<file path="src/speed_dial_address_memory_unit_macros.svh">
// Assertion macros for the files that check their own logic.
// Each expects signals named clk and rst in the scope where it is used.
`ifndef SPEED_DIAL_ADDRESS_MEMORY_UNIT_MACROS_SVH
`define SPEED_DIAL_ADDRESS_MEMORY_UNIT_MACROS_SVH

// The consequent must hold in the same cycle as the antecedent.
`define SDAM_ASSERT_SAME(lbl, ante, cons) \
  lbl: assert property (@(posedge clk) disable iff (rst) (ante) |-> (cons)) \
    else $error("sdam: same-cycle check failed");

// The consequent must hold in the cycle after the antecedent.
`define SDAM_ASSERT_NEXT(lbl, ante, cons) \
  lbl: assert property (@(posedge clk) disable iff (rst) (ante) |=> (cons)) \
    else $error("sdam: next-cycle check failed");

`endif

</file>
<file path="src/sdam_pkg.sv">
package sdam_pkg;

  localparam int TABLE_ENTRIES_DEFAULT = 63;
  localparam int DECIMAL_BASE          = 10;

  localparam int REQ_W    = 3;
  localparam int DIGIT_W  = 4;
  localparam int STATUS_W = 4;
  localparam int ADDR_W   = 32;
  localparam int SHOW_W   = 6;
  localparam int ERR_W    = 2;

  localparam logic [REQ_W-1:0] REQ_START_SAVE   = 3'd0;
  localparam logic [REQ_W-1:0] REQ_START_RECALL = 3'd1;
  localparam logic [REQ_W-1:0] REQ_CLEAR        = 3'd2;
  localparam logic [REQ_W-1:0] REQ_DIGIT        = 3'd3;
  localparam logic [REQ_W-1:0] REQ_BACKSPACE    = 3'd4;
  localparam logic [REQ_W-1:0] REQ_ENTER_SAVE   = 3'd5;
  localparam logic [REQ_W-1:0] REQ_ENTER_RECALL = 3'd6;

  localparam logic [STATUS_W-1:0] ST_OFFHOOK   = 4'd0;
  localparam logic [STATUS_W-1:0] ST_SAVING    = 4'd1;
  localparam logic [STATUS_W-1:0] ST_RECALLING = 4'd2;
  localparam logic [STATUS_W-1:0] ST_RECALLED  = 4'd3;

  localparam logic [ERR_W-1:0] ERR_NONE      = 2'd0;
  localparam logic [ERR_W-1:0] ERR_OVERFLOW  = 2'd1;
  localparam logic [ERR_W-1:0] ERR_UNDERFLOW = 2'd2;
  localparam logic [ERR_W-1:0] ERR_BAD_LOC   = 2'd3;

  typedef struct packed {
    logic [REQ_W-1:0]    req_type;
    logic [DIGIT_W-1:0]  digit;
    logic [STATUS_W-1:0] caller_status;
    logic [ADDR_W-1:0]   calling_ip;
  } req_item_t;

  typedef struct packed {
    logic [STATUS_W-1:0] new_status;
    logic [SHOW_W-1:0]   shown_location;
    logic                show_location;
    logic [ADDR_W-1:0]   address_value;
    logic                show_address;
    logic                load_address;
    logic [ERR_W-1:0]    error_code;
  } rsp_item_t;

endpackage

</file>
<file path="src/sdam_req_if.sv">
interface sdam_req_if;
  logic                          valid;
  logic                          ready;
  logic [sdam_pkg::REQ_W-1:0]    req_type;
  logic [sdam_pkg::DIGIT_W-1:0]  digit;
  logic [sdam_pkg::STATUS_W-1:0] caller_status;
  logic [sdam_pkg::ADDR_W-1:0]   calling_ip;

  modport source (output valid, req_type, digit, caller_status, calling_ip, input ready);
  modport sink (input valid, req_type, digit, caller_status, calling_ip, output ready);
endinterface

</file>
<file path="src/sdam_rsp_if.sv">
interface sdam_rsp_if;
  logic                          valid;
  logic                          ready;
  logic [sdam_pkg::STATUS_W-1:0] new_status;
  logic [sdam_pkg::SHOW_W-1:0]   shown_location;
  logic                          show_location;
  logic [sdam_pkg::ADDR_W-1:0]   address_value;
  logic                          show_address;
  logic                          load_address;
  logic [sdam_pkg::ERR_W-1:0]    error_code;

  modport source (
    output valid, new_status, shown_location, show_location, address_value,
           show_address, load_address, error_code,
    input  ready
  );
  modport sink (
    input  valid, new_status, shown_location, show_location, address_value,
           show_address, load_address, error_code,
    output ready
  );
endinterface

</file>
<file path="src/sdam_table.sv">
module sdam_table #(
  parameter int TABLE_ENTRIES = sdam_pkg::TABLE_ENTRIES_DEFAULT,
  localparam int LOC_W = $clog2(TABLE_ENTRIES + 1)
) (
  input  logic                        clk,
  input  logic                        rst,
  input  logic                        wr_en,
  input  logic [LOC_W-1:0]            wr_addr,
  input  logic [sdam_pkg::ADDR_W-1:0] wr_data,
  input  logic [LOC_W-1:0]            rd_addr,
  output logic [sdam_pkg::ADDR_W-1:0] rd_data,
  output logic                        busy
);
  import sdam_pkg::*;

  localparam int DEPTH = TABLE_ENTRIES + 1;
  localparam logic [LOC_W-1:0] LAST_IDX = LOC_W'(TABLE_ENTRIES);

  logic [ADDR_W-1:0] mem [DEPTH];
  logic [LOC_W-1:0]  clr_idx;
  logic              we;
  logic [LOC_W-1:0]  waddr;
  logic [ADDR_W-1:0] wdata;

  // After reset every entry is swept to zero, one a cycle.
  always_ff @(posedge clk) begin
    if (rst) begin
      busy    <= 1'b1;
      clr_idx <= '0;
    end else if (busy) begin
      if (clr_idx == LAST_IDX) begin
        busy <= 1'b0;
      end
      clr_idx <= clr_idx + 1'b1;
    end
  end

  always_comb begin
    we    = busy | wr_en;
    waddr = busy ? clr_idx : wr_addr;
    wdata = busy ? '0 : wr_data;
  end

  always_ff @(posedge clk) begin
    if (we) begin
      mem[waddr] <= wdata;
    end
  end

  // A write to the address being read is passed straight through.
  always_ff @(posedge clk) begin
    if (we && (waddr == rd_addr)) begin
      rd_data <= wdata;
    end else begin
      rd_data <= mem[rd_addr];
    end
  end

endmodule

</file>
<file path="src/sdam_keypad.sv">
module sdam_keypad #(
  parameter int TABLE_ENTRIES = sdam_pkg::TABLE_ENTRIES_DEFAULT,
  localparam int LOC_W = $clog2(TABLE_ENTRIES + 1)
) (
  input  logic                        clk,
  input  logic                        rst,
  input  logic                        fire,
  input  sdam_pkg::req_item_t         item,
  input  logic [sdam_pkg::ADDR_W-1:0] rd_data,
  output logic [LOC_W-1:0]            rd_addr,
  output logic                        wr_en,
  output logic [LOC_W-1:0]            wr_addr,
  output logic [sdam_pkg::ADDR_W-1:0] wr_data,
  output sdam_pkg::rsp_item_t         result
);
  import sdam_pkg::*;

  localparam int CW = LOC_W + 5;
  localparam int SH = LOC_W + 4;
  localparam int PW = LOC_W + SH;
  // Rounded-up reciprocal of ten; its error stays below a sixteenth, so the
  // truncated product is the exact quotient for every location value.
  localparam int RECIP = (2 ** SH + DECIMAL_BASE - 1) / DECIMAL_BASE;

  logic [LOC_W-1:0]    location_number;
  logic [LOC_W-1:0]    location_number_next;
  logic [STATUS_W-1:0] status_before;
  logic [STATUS_W-1:0] status_before_next;
  logic [CW-1:0]       cand;
  logic [PW-1:0]       prod;
  logic [LOC_W-1:0]    quot;
  logic                loc_ok;
  logic [LOC_W+SHOW_W-1:0] loc_wide;
  logic                write_req;

  always_comb begin
    cand   = CW'(DECIMAL_BASE) * CW'(location_number) + CW'(item.digit);
    prod   = PW'(location_number) * PW'(RECIP);
    quot   = prod[SH +: LOC_W];
    loc_ok = (location_number != '0) && (location_number <= LOC_W'(TABLE_ENTRIES));
  end

  always_comb begin
    location_number_next = location_number;
    status_before_next   = status_before;
    write_req            = 1'b0;
    result               = '0;
    result.new_status    = item.caller_status;
    result.error_code    = ERR_NONE;
    case (item.req_type)
      REQ_START_SAVE, REQ_START_RECALL: begin
        location_number_next = '0;
        status_before_next   = item.caller_status;
        result.new_status    = (item.req_type == REQ_START_SAVE) ? ST_SAVING : ST_RECALLING;
        result.show_location = 1'b1;
      end
      REQ_CLEAR: begin
        location_number_next = '0;
        result.show_location = 1'b1;
      end
      REQ_DIGIT: begin
        if (cand <= CW'(TABLE_ENTRIES)) begin
          location_number_next = cand[LOC_W-1:0];
        end else begin
          result.error_code = ERR_OVERFLOW;
        end
        result.show_location = 1'b1;
      end
      REQ_BACKSPACE: begin
        if (location_number != '0) begin
          location_number_next = quot;
        end else begin
          result.error_code = ERR_UNDERFLOW;
        end
        result.show_location = 1'b1;
      end
      REQ_ENTER_SAVE: begin
        if (loc_ok) begin
          write_req            = 1'b1;
          result.new_status    = status_before;
          result.address_value = item.calling_ip;
          result.show_address  = 1'b1;
        end else begin
          result.error_code = ERR_BAD_LOC;
        end
      end
      REQ_ENTER_RECALL: begin
        if (loc_ok) begin
          result.address_value = rd_data;
          result.show_address  = 1'b1;
          result.load_address  = 1'b1;
          result.new_status    = (status_before != ST_OFFHOOK) ? ST_RECALLED : ST_OFFHOOK;
        end else begin
          result.error_code = ERR_BAD_LOC;
        end
      end
      default: begin
      end
    endcase
    loc_wide = (LOC_W + SHOW_W)'(location_number_next);
    if (result.show_location) begin
      result.shown_location = loc_wide[SHOW_W-1:0];
    end
  end

  // The table is read ahead at the location the next item will see.
  always_comb begin
    rd_addr = fire ? location_number_next : location_number;
    wr_en   = fire & write_req;
    wr_addr = location_number;
    wr_data = item.calling_ip;
  end

  always_ff @(posedge clk) begin
    if (rst) begin
      location_number <= '0;
      status_before   <= ST_OFFHOOK;
    end else if (fire) begin
      location_number <= location_number_next;
      status_before   <= status_before_next;
    end
  end

endmodule

</file>
<file path="src/speed_dial_address_memory_unit.sv">
// An item is held in the input register until it fires; its result is then
// registered. Throughput: one item per cycle while rsp.ready holds, set by
// the single pass of keypad logic between the input and result registers
// and the one-ahead table read. Reset: location number and saved status
// clear at once; the address table is then swept to zero, during which no
// item is accepted.
`include "speed_dial_address_memory_unit_macros.svh"

module speed_dial_address_memory_unit #(
  parameter int TABLE_ENTRIES = sdam_pkg::TABLE_ENTRIES_DEFAULT
) (
  input logic       clk,
  input logic       rst,
  sdam_req_if.sink  req,
  sdam_rsp_if.source rsp
);
  import sdam_pkg::*;

  localparam int LOC_W = $clog2(TABLE_ENTRIES + 1);

  logic              in_vld;
  req_item_t         in_item;
  logic              rsp_vld;
  rsp_item_t         rsp_item;
  rsp_item_t         result;
  logic              adv;
  logic              fire;
  logic              busy;
  logic [LOC_W-1:0]  rd_addr;
  logic [ADDR_W-1:0] rd_data;
  logic              wr_en;
  logic [LOC_W-1:0]  wr_addr;
  logic [ADDR_W-1:0] wr_data;

  assign adv       = !rsp_vld || rsp.ready;
  assign fire      = in_vld && adv;
  assign req.ready = !busy && (!in_vld || adv);

  always_ff @(posedge clk) begin
    if (rst) begin
      in_vld <= 1'b0;
    end else if (req.valid && req.ready) begin
      in_vld <= 1'b1;
    end else if (fire) begin
      in_vld <= 1'b0;
    end
  end

  always_ff @(posedge clk) begin
    if (req.valid && req.ready) begin
      in_item.req_type      <= req.req_type;
      in_item.digit         <= req.digit;
      in_item.caller_status <= req.caller_status;
      in_item.calling_ip    <= req.calling_ip;
    end
  end

  sdam_keypad #(.TABLE_ENTRIES(TABLE_ENTRIES)) u_keypad (
    .clk     (clk),
    .rst     (rst),
    .fire    (fire),
    .item    (in_item),
    .rd_data (rd_data),
    .rd_addr (rd_addr),
    .wr_en   (wr_en),
    .wr_addr (wr_addr),
    .wr_data (wr_data),
    .result  (result)
  );

  sdam_table #(.TABLE_ENTRIES(TABLE_ENTRIES)) u_table (
    .clk     (clk),
    .rst     (rst),
    .wr_en   (wr_en),
    .wr_addr (wr_addr),
    .wr_data (wr_data),
    .rd_addr (rd_addr),
    .rd_data (rd_data),
    .busy    (busy)
  );

  always_ff @(posedge clk) begin
    if (rst) begin
      rsp_vld <= 1'b0;
    end else if (fire) begin
      rsp_vld <= 1'b1;
    end else if (rsp.ready) begin
      rsp_vld <= 1'b0;
    end
  end

  always_ff @(posedge clk) begin
    if (fire) begin
      rsp_item <= result;
    end
  end

  assign rsp.valid          = rsp_vld;
  assign rsp.new_status     = rsp_item.new_status;
  assign rsp.shown_location = rsp_item.shown_location;
  assign rsp.show_location  = rsp_item.show_location;
  assign rsp.address_value  = rsp_item.address_value;
  assign rsp.show_address   = rsp_item.show_address;
  assign rsp.load_address   = rsp_item.load_address;
  assign rsp.error_code     = rsp_item.error_code;

  `SDAM_ASSERT_SAME(a_no_accept_while_clearing, busy, !(req.valid && req.ready))
  `SDAM_ASSERT_SAME(a_load_is_clean_recall, rsp.valid && rsp.load_address,
    rsp.show_address && (rsp.error_code == ERR_NONE) && !rsp.show_location)
  `SDAM_ASSERT_SAME(a_location_in_table, !busy, rd_addr <= LOC_W'(TABLE_ENTRIES))
  `SDAM_ASSERT_NEXT(a_held_item_kept, in_vld && !adv, in_vld && $stable(in_item))

endmodule
</file>
<file path="src/flat_wrapper.sv">
// flat-port wrapper written by rule: the top's interface ports become plain ports
module speed_dial_address_memory_unit_flat import sdam_pkg::*;
#(
  parameter int TABLE_ENTRIES = sdam_pkg::TABLE_ENTRIES_DEFAULT
)
  (clk, rst, req_valid, req_req_type, req_digit, req_caller_status, req_calling_ip, req_ready, rsp_valid, rsp_new_status, rsp_shown_location, rsp_show_location, rsp_address_value, rsp_show_address, rsp_load_address, rsp_error_code, rsp_ready);
  sdam_req_if req_i ();
  sdam_rsp_if rsp_i ();
  input logic clk;
  input logic rst;
  input wire logic [$bits(req_i.valid)-1:0] req_valid;
  input wire logic [$bits(req_i.req_type)-1:0] req_req_type;
  input wire logic [$bits(req_i.digit)-1:0] req_digit;
  input wire logic [$bits(req_i.caller_status)-1:0] req_caller_status;
  input wire logic [$bits(req_i.calling_ip)-1:0] req_calling_ip;
  output wire logic [$bits(req_i.ready)-1:0] req_ready;
  output wire logic [$bits(rsp_i.valid)-1:0] rsp_valid;
  output wire logic [$bits(rsp_i.new_status)-1:0] rsp_new_status;
  output wire logic [$bits(rsp_i.shown_location)-1:0] rsp_shown_location;
  output wire logic [$bits(rsp_i.show_location)-1:0] rsp_show_location;
  output wire logic [$bits(rsp_i.address_value)-1:0] rsp_address_value;
  output wire logic [$bits(rsp_i.show_address)-1:0] rsp_show_address;
  output wire logic [$bits(rsp_i.load_address)-1:0] rsp_load_address;
  output wire logic [$bits(rsp_i.error_code)-1:0] rsp_error_code;
  input wire logic [$bits(rsp_i.ready)-1:0] rsp_ready;
  assign req_i.valid = req_valid;
  assign req_i.req_type = req_req_type;
  assign req_i.digit = req_digit;
  assign req_i.caller_status = req_caller_status;
  assign req_i.calling_ip = req_calling_ip;
  assign req_ready = req_i.ready;
  assign rsp_valid = rsp_i.valid;
  assign rsp_new_status = rsp_i.new_status;
  assign rsp_shown_location = rsp_i.shown_location;
  assign rsp_show_location = rsp_i.show_location;
  assign rsp_address_value = rsp_i.address_value;
  assign rsp_show_address = rsp_i.show_address;
  assign rsp_load_address = rsp_i.load_address;
  assign rsp_error_code = rsp_i.error_code;
  assign rsp_i.ready = rsp_ready;
  speed_dial_address_memory_unit #(.TABLE_ENTRIES(TABLE_ENTRIES)) u_core (.clk(clk), .rst(rst), .req(req_i), .rsp(rsp_i));
endmodule
</file>
<file path="config.mk">
export PLATFORM = sky130hd
export DESIGN_NAME = speed_dial_address_memory_unit_flat
export DESIGN_NICKNAME = d
export VERILOG_FILES = /design/src/sdam_pkg.sv /design/src/sdam_req_if.sv /design/src/sdam_rsp_if.sv /design/src/sdam_table.sv /design/src/sdam_keypad.sv /design/src/speed_dial_address_memory_unit.sv /design/src/flat_wrapper.sv
export VERILOG_INCLUDE_DIRS = /design/src /design/src/src
export SDC_FILE = /design/constraint.sdc
export NUM_CORES = 2
export LEC_CHECK = 0
export BUFFER_PORTS_ARGS = -buffer_cell sky130_fd_sc_hd__buf_2
export CORE_ASPECT_RATIO = 1.4
export CORE_MARGIN = 5
export CORE_UTILIZATION = 63
export CTS_CLUSTER_DIAMETER = 50
export CTS_CLUSTER_SIZE = 14
export DETAILED_ROUTE_END_ITERATION = 16
export GPL_TIMING_DRIVEN = 0
export HOLD_SLACK_MARGIN = 0.02
export PLACE_DENSITY_LB_ADDON = 0.05
export SETUP_SLACK_MARGIN = 0.5
export SYNTH_ARGS = -nofsm -noshare
export SYNTH_HDL_FRONTEND = slang
export SYNTH_SLANG_ARGS = --single-unit
</file>
<file path="constraint.sdc">
create_clock -name clk -period 6.4 [get_ports clk]
set_clock_uncertainty 0.15 [all_clocks]
set_input_delay 0.64 -clock clk [delete_from_list [all_inputs] [get_ports clk]]
set_output_delay 0.64 -clock clk [all_outputs]
set_load 0.1 [all_outputs]
</file>
==> impl_metrics.ini <==
[final_layout]
n_fill_cell = 7477
drive_above_1_share_pct = 28.8
syn_to_final_growth_pct = 14.5
multi_input_area_sq_um = 18700
seq_area_sq_um = 64700
fin_nets = 4338

[cts]
clock_sinks = 2163
cts_made_buffers = 176
postCtsSetupBuffers = 0
clockBufferDepth = 3
htree_num_levels = 4
clk_pin_slew_worst_paths_ps = 60
clock_latency_ps = 840
cts_tree = yes
root_buffer = clkbuf_16

[die]
initial_core_util_pct = 63.3
die_h_um = 441
num_rows = 158
die_x_um = 318
dieArea_sq_um = 140000
io_pins = 96
core_sq_um = 132000

[critical_path]
cp_cell_sequence = inv_1, ha_1, and3_1, buf_2, nor3b_2, a21o_1, clkbuf_1, nand3_1, nor2_4, buf_12, buf_12
critPathRequiredTime_ps = 6760
cp.arrival_ps = 6280
critPathMostFrequentCell = buf_12
slowest_stage = nor3b_2
timing.rr.start = u_core.u_keypad.wr_addr[1]
critPathLaunch = u_core.u_keypad.wr_addr[1]
slowest_delay_ps = 1280
ff2ff_setup_slack_ps = 470
worstSetupStartpointType = flip-flop
cp-end-kind = flip-flop
critPathMaxFanout = 13
timing_worst_setup_path_type = reg2reg

[outcome]
status = finished with violations
violations = capacitance limit, slew limit

[yosys]
synth-edff-count = 2138
yosysMostFrequentCell = edfxtp_1
synthMuxAreaShare_pct = 15.7
async_reset_ff_share_pct = 0
synth_nets = 3865
synthAdderAreaFrac_pct = 0.768
synth.largest_area_cell = edfxtp_1
synth_top_family_by_area = multiplexers
yosysUniqueCellTypes = 69
seq_area_frac_synth_pct = 77.2
yosys_most_used_dff = edfxtp_1
synthXorXnorAreaFrac_pct = 0.125
synthSimpleGateAreaFrac_pct = 2.43
synth_seq_cells = 2163
synth_common_cells = edfxtp_1, mux4_2, nand2_1
synth.top_cell.area_share_pct = 76.7
ys_top_cells_by_area = edfxtp_1, mux4_2, mux2i_1
ys_warn_count = 0
avgSynthCellArea_sq_um = 22.2
synth_compound_area_share_pct = 2.42
syn-cell-area_sq_um = 83800
synthCells = 3772

[drt]
dr.first_iter.drc_count = 9092
vias_per_cell = 7.69
wire_per_inst_um = 46.8
ant_nets = 0
drc = 0
dr.pass1.iters = 7
dr_total_vias = 46600
routed_wl_um = 284000

[sta]
hold_ws_ps = 194
setup_tns_ps = 0
maxSlewViolCount = 55
hold_viol = 0
clock.fmax_mhz = 169
min_period_over_period_pct = 92.6
period_needed_ps = 5930
setup_viol = 0
relSlewSlack_pct = -14.6
worst_pin_slew_ps = 1720
rsz0062_at_grt = no

[power]
vdd_drop_max_mv = 0.265
clkPwrFrac_pct = 38.7
power.leakage_nw = 34.5
p_int_w = 0.0206
p_switching_w = 0.00498
seqPwrFrac_pct = 60.3
p_sw_share_pct = 19.5
p_per_area_nw_per_um2 = 267
pwr-share-comb_pct = 1.1

[placement]
io_buffers = 94
place_congestion = 0.914
post-dp-hpwl_um = 187000

[worst_hold_path]
hold_path.class = in2reg
hold_start = rst

[global_routing]
grt_max_degree = 61
grt_use_total_pct = 40.5
grt_pass1_wl_um = 380000
grt_antenna_before_repair = 8
overflow = 0
grt_pass1_vias = 45500

[run]
max_cap_violations = 5
## worst max-delay path: cells and delay by family (launching register included)
kind / cells / cell delay, ps
adders and majority gates: 1 / 290
DFF: 1 / 720
AOI/OAI and AO/OA: 1 / 280
buffers and inverters: 5 / 1350
and+or+nand+nor: 4 / 2750
## cell type report
type                    count  area share (%)
diodes                      6          0.0157
flip-flops and latches   2163            67.5
multi-input cells        1387            19.5
plain buffers             188            1.01
well taps                1760            2.30
clock inverters            18           0.133
repair buffers            295            4.57
inverters                  34           0.133
clock buffers             201            4.86
## flip-flops by register name, summed over array words and instances (netlist names), named ones only
name	flops
u_core.rsp.show_address	1
u_core.in_vld	1
u_core.rsp.valid	1
u_core.rsp.shown_location	6
u_core.rsp.load_address	1
u_core.rsp.show_location	1
u_core.u_keypad.status_before	4
u_core.u_keypad.wr_addr	6
u_core.rsp.error_code	2
u_core.u_table.mem	2048
u_core.u_table.clr_idx	6
u_core.u_table.busy	1
u_core.in_item	43
u_core.rsp.address_value	32
u_core.rsp.new_status	4
## power by group through the flow
stage          Clock [W]  Combinational (W)  Sequential, W
6_report         0.00989           0.000278         0.0154
5_1_grt           0.0104           0.000281         0.0154
4_1_cts          0.00985           0.000269         0.0154
3_5_place_dp           0           0.000246         0.0157
3_3_place_gp           0           0.000185         0.0157
2_1_floorplan          0           0.000104         0.0157
## through the flow
stage	instances	instance area (sq um)	util, %	setup slack [ps]	total power [W]
floorplan	3772	83800	-	1230	0.0158
global placement	5626	86400	65.4	-3380	0.0159
detailed placement	5782	90600	68.5	645	0.0160
CTS	6045	95900	72.5	565	0.0255
global route	6047	95900	72.5	583	0.0261
finish	6052	95900	72.5	474	0.0256
## routing by layer
layer | routed length, um | share of wire, % | GRT usage, % | vias up
li1 | - | - | - | 16800
met4 | 26000 | 9.2 | 27.6 | 2
met2 | 130000 | 46 | 62.0 | 4492
met5 | 7 | 0.0025 | 0.0342 | -
met1 | 87300 | 31 | 50.3 | 24100
met3 | 40600 | 14 | 13.1 | 1162
## cell usage in the layout (no fill, tap or decap), drive strengths merged, types with 4 or more instances in the layout
cell type,instances
a2111oi,8
a211oi,20
a21oi,55
a221oi,15
a22o,12
a22oi,78
a31oi,9
and2,10
and3,7
buf,359
clkbuf,281
clkinv,11
dfxtp,25
diode,6
dlygate4sd3,44
edfxtp,2138
fa,9
ha,37
inv,40
mux2,4
mux2i,62
mux4,555
nand2,116
nand2b,17
nand3,56
nand3b,8
nor2,102
nor2b,67
nor3,13
nor4,4
o211ai,6
o21ai,34
o22ai,16
o32ai,6
or2,5
xnor2,7
xor2,5
## logic make-up after synthesis
logic type,after synthesis
simple gates,419
buf+inv,222
xor+xnor,12
compound gates,289
mux,621
flops,2163
fa+ha+maj,46
## path summary, 6_finish.rpt
check | to | depth (start not counted)
worst max-delay path | u_core.u_table.mem[14][5] | 11
worst min-delay path | u_core.u_keypad.wr_addr[1] | 2
worst max register to register | u_core.u_table.mem[14][5] | 11
worst min register to register | u_core.u_keypad.status_before[2] | 2
## what timing repair did
item,in CTS,in global routing
setup endpoints to repair,0,2
resized for setup,0,1
hold buffers,44,0
hold endpoints to repair,44,0
(Power assumes the default switching activity.)
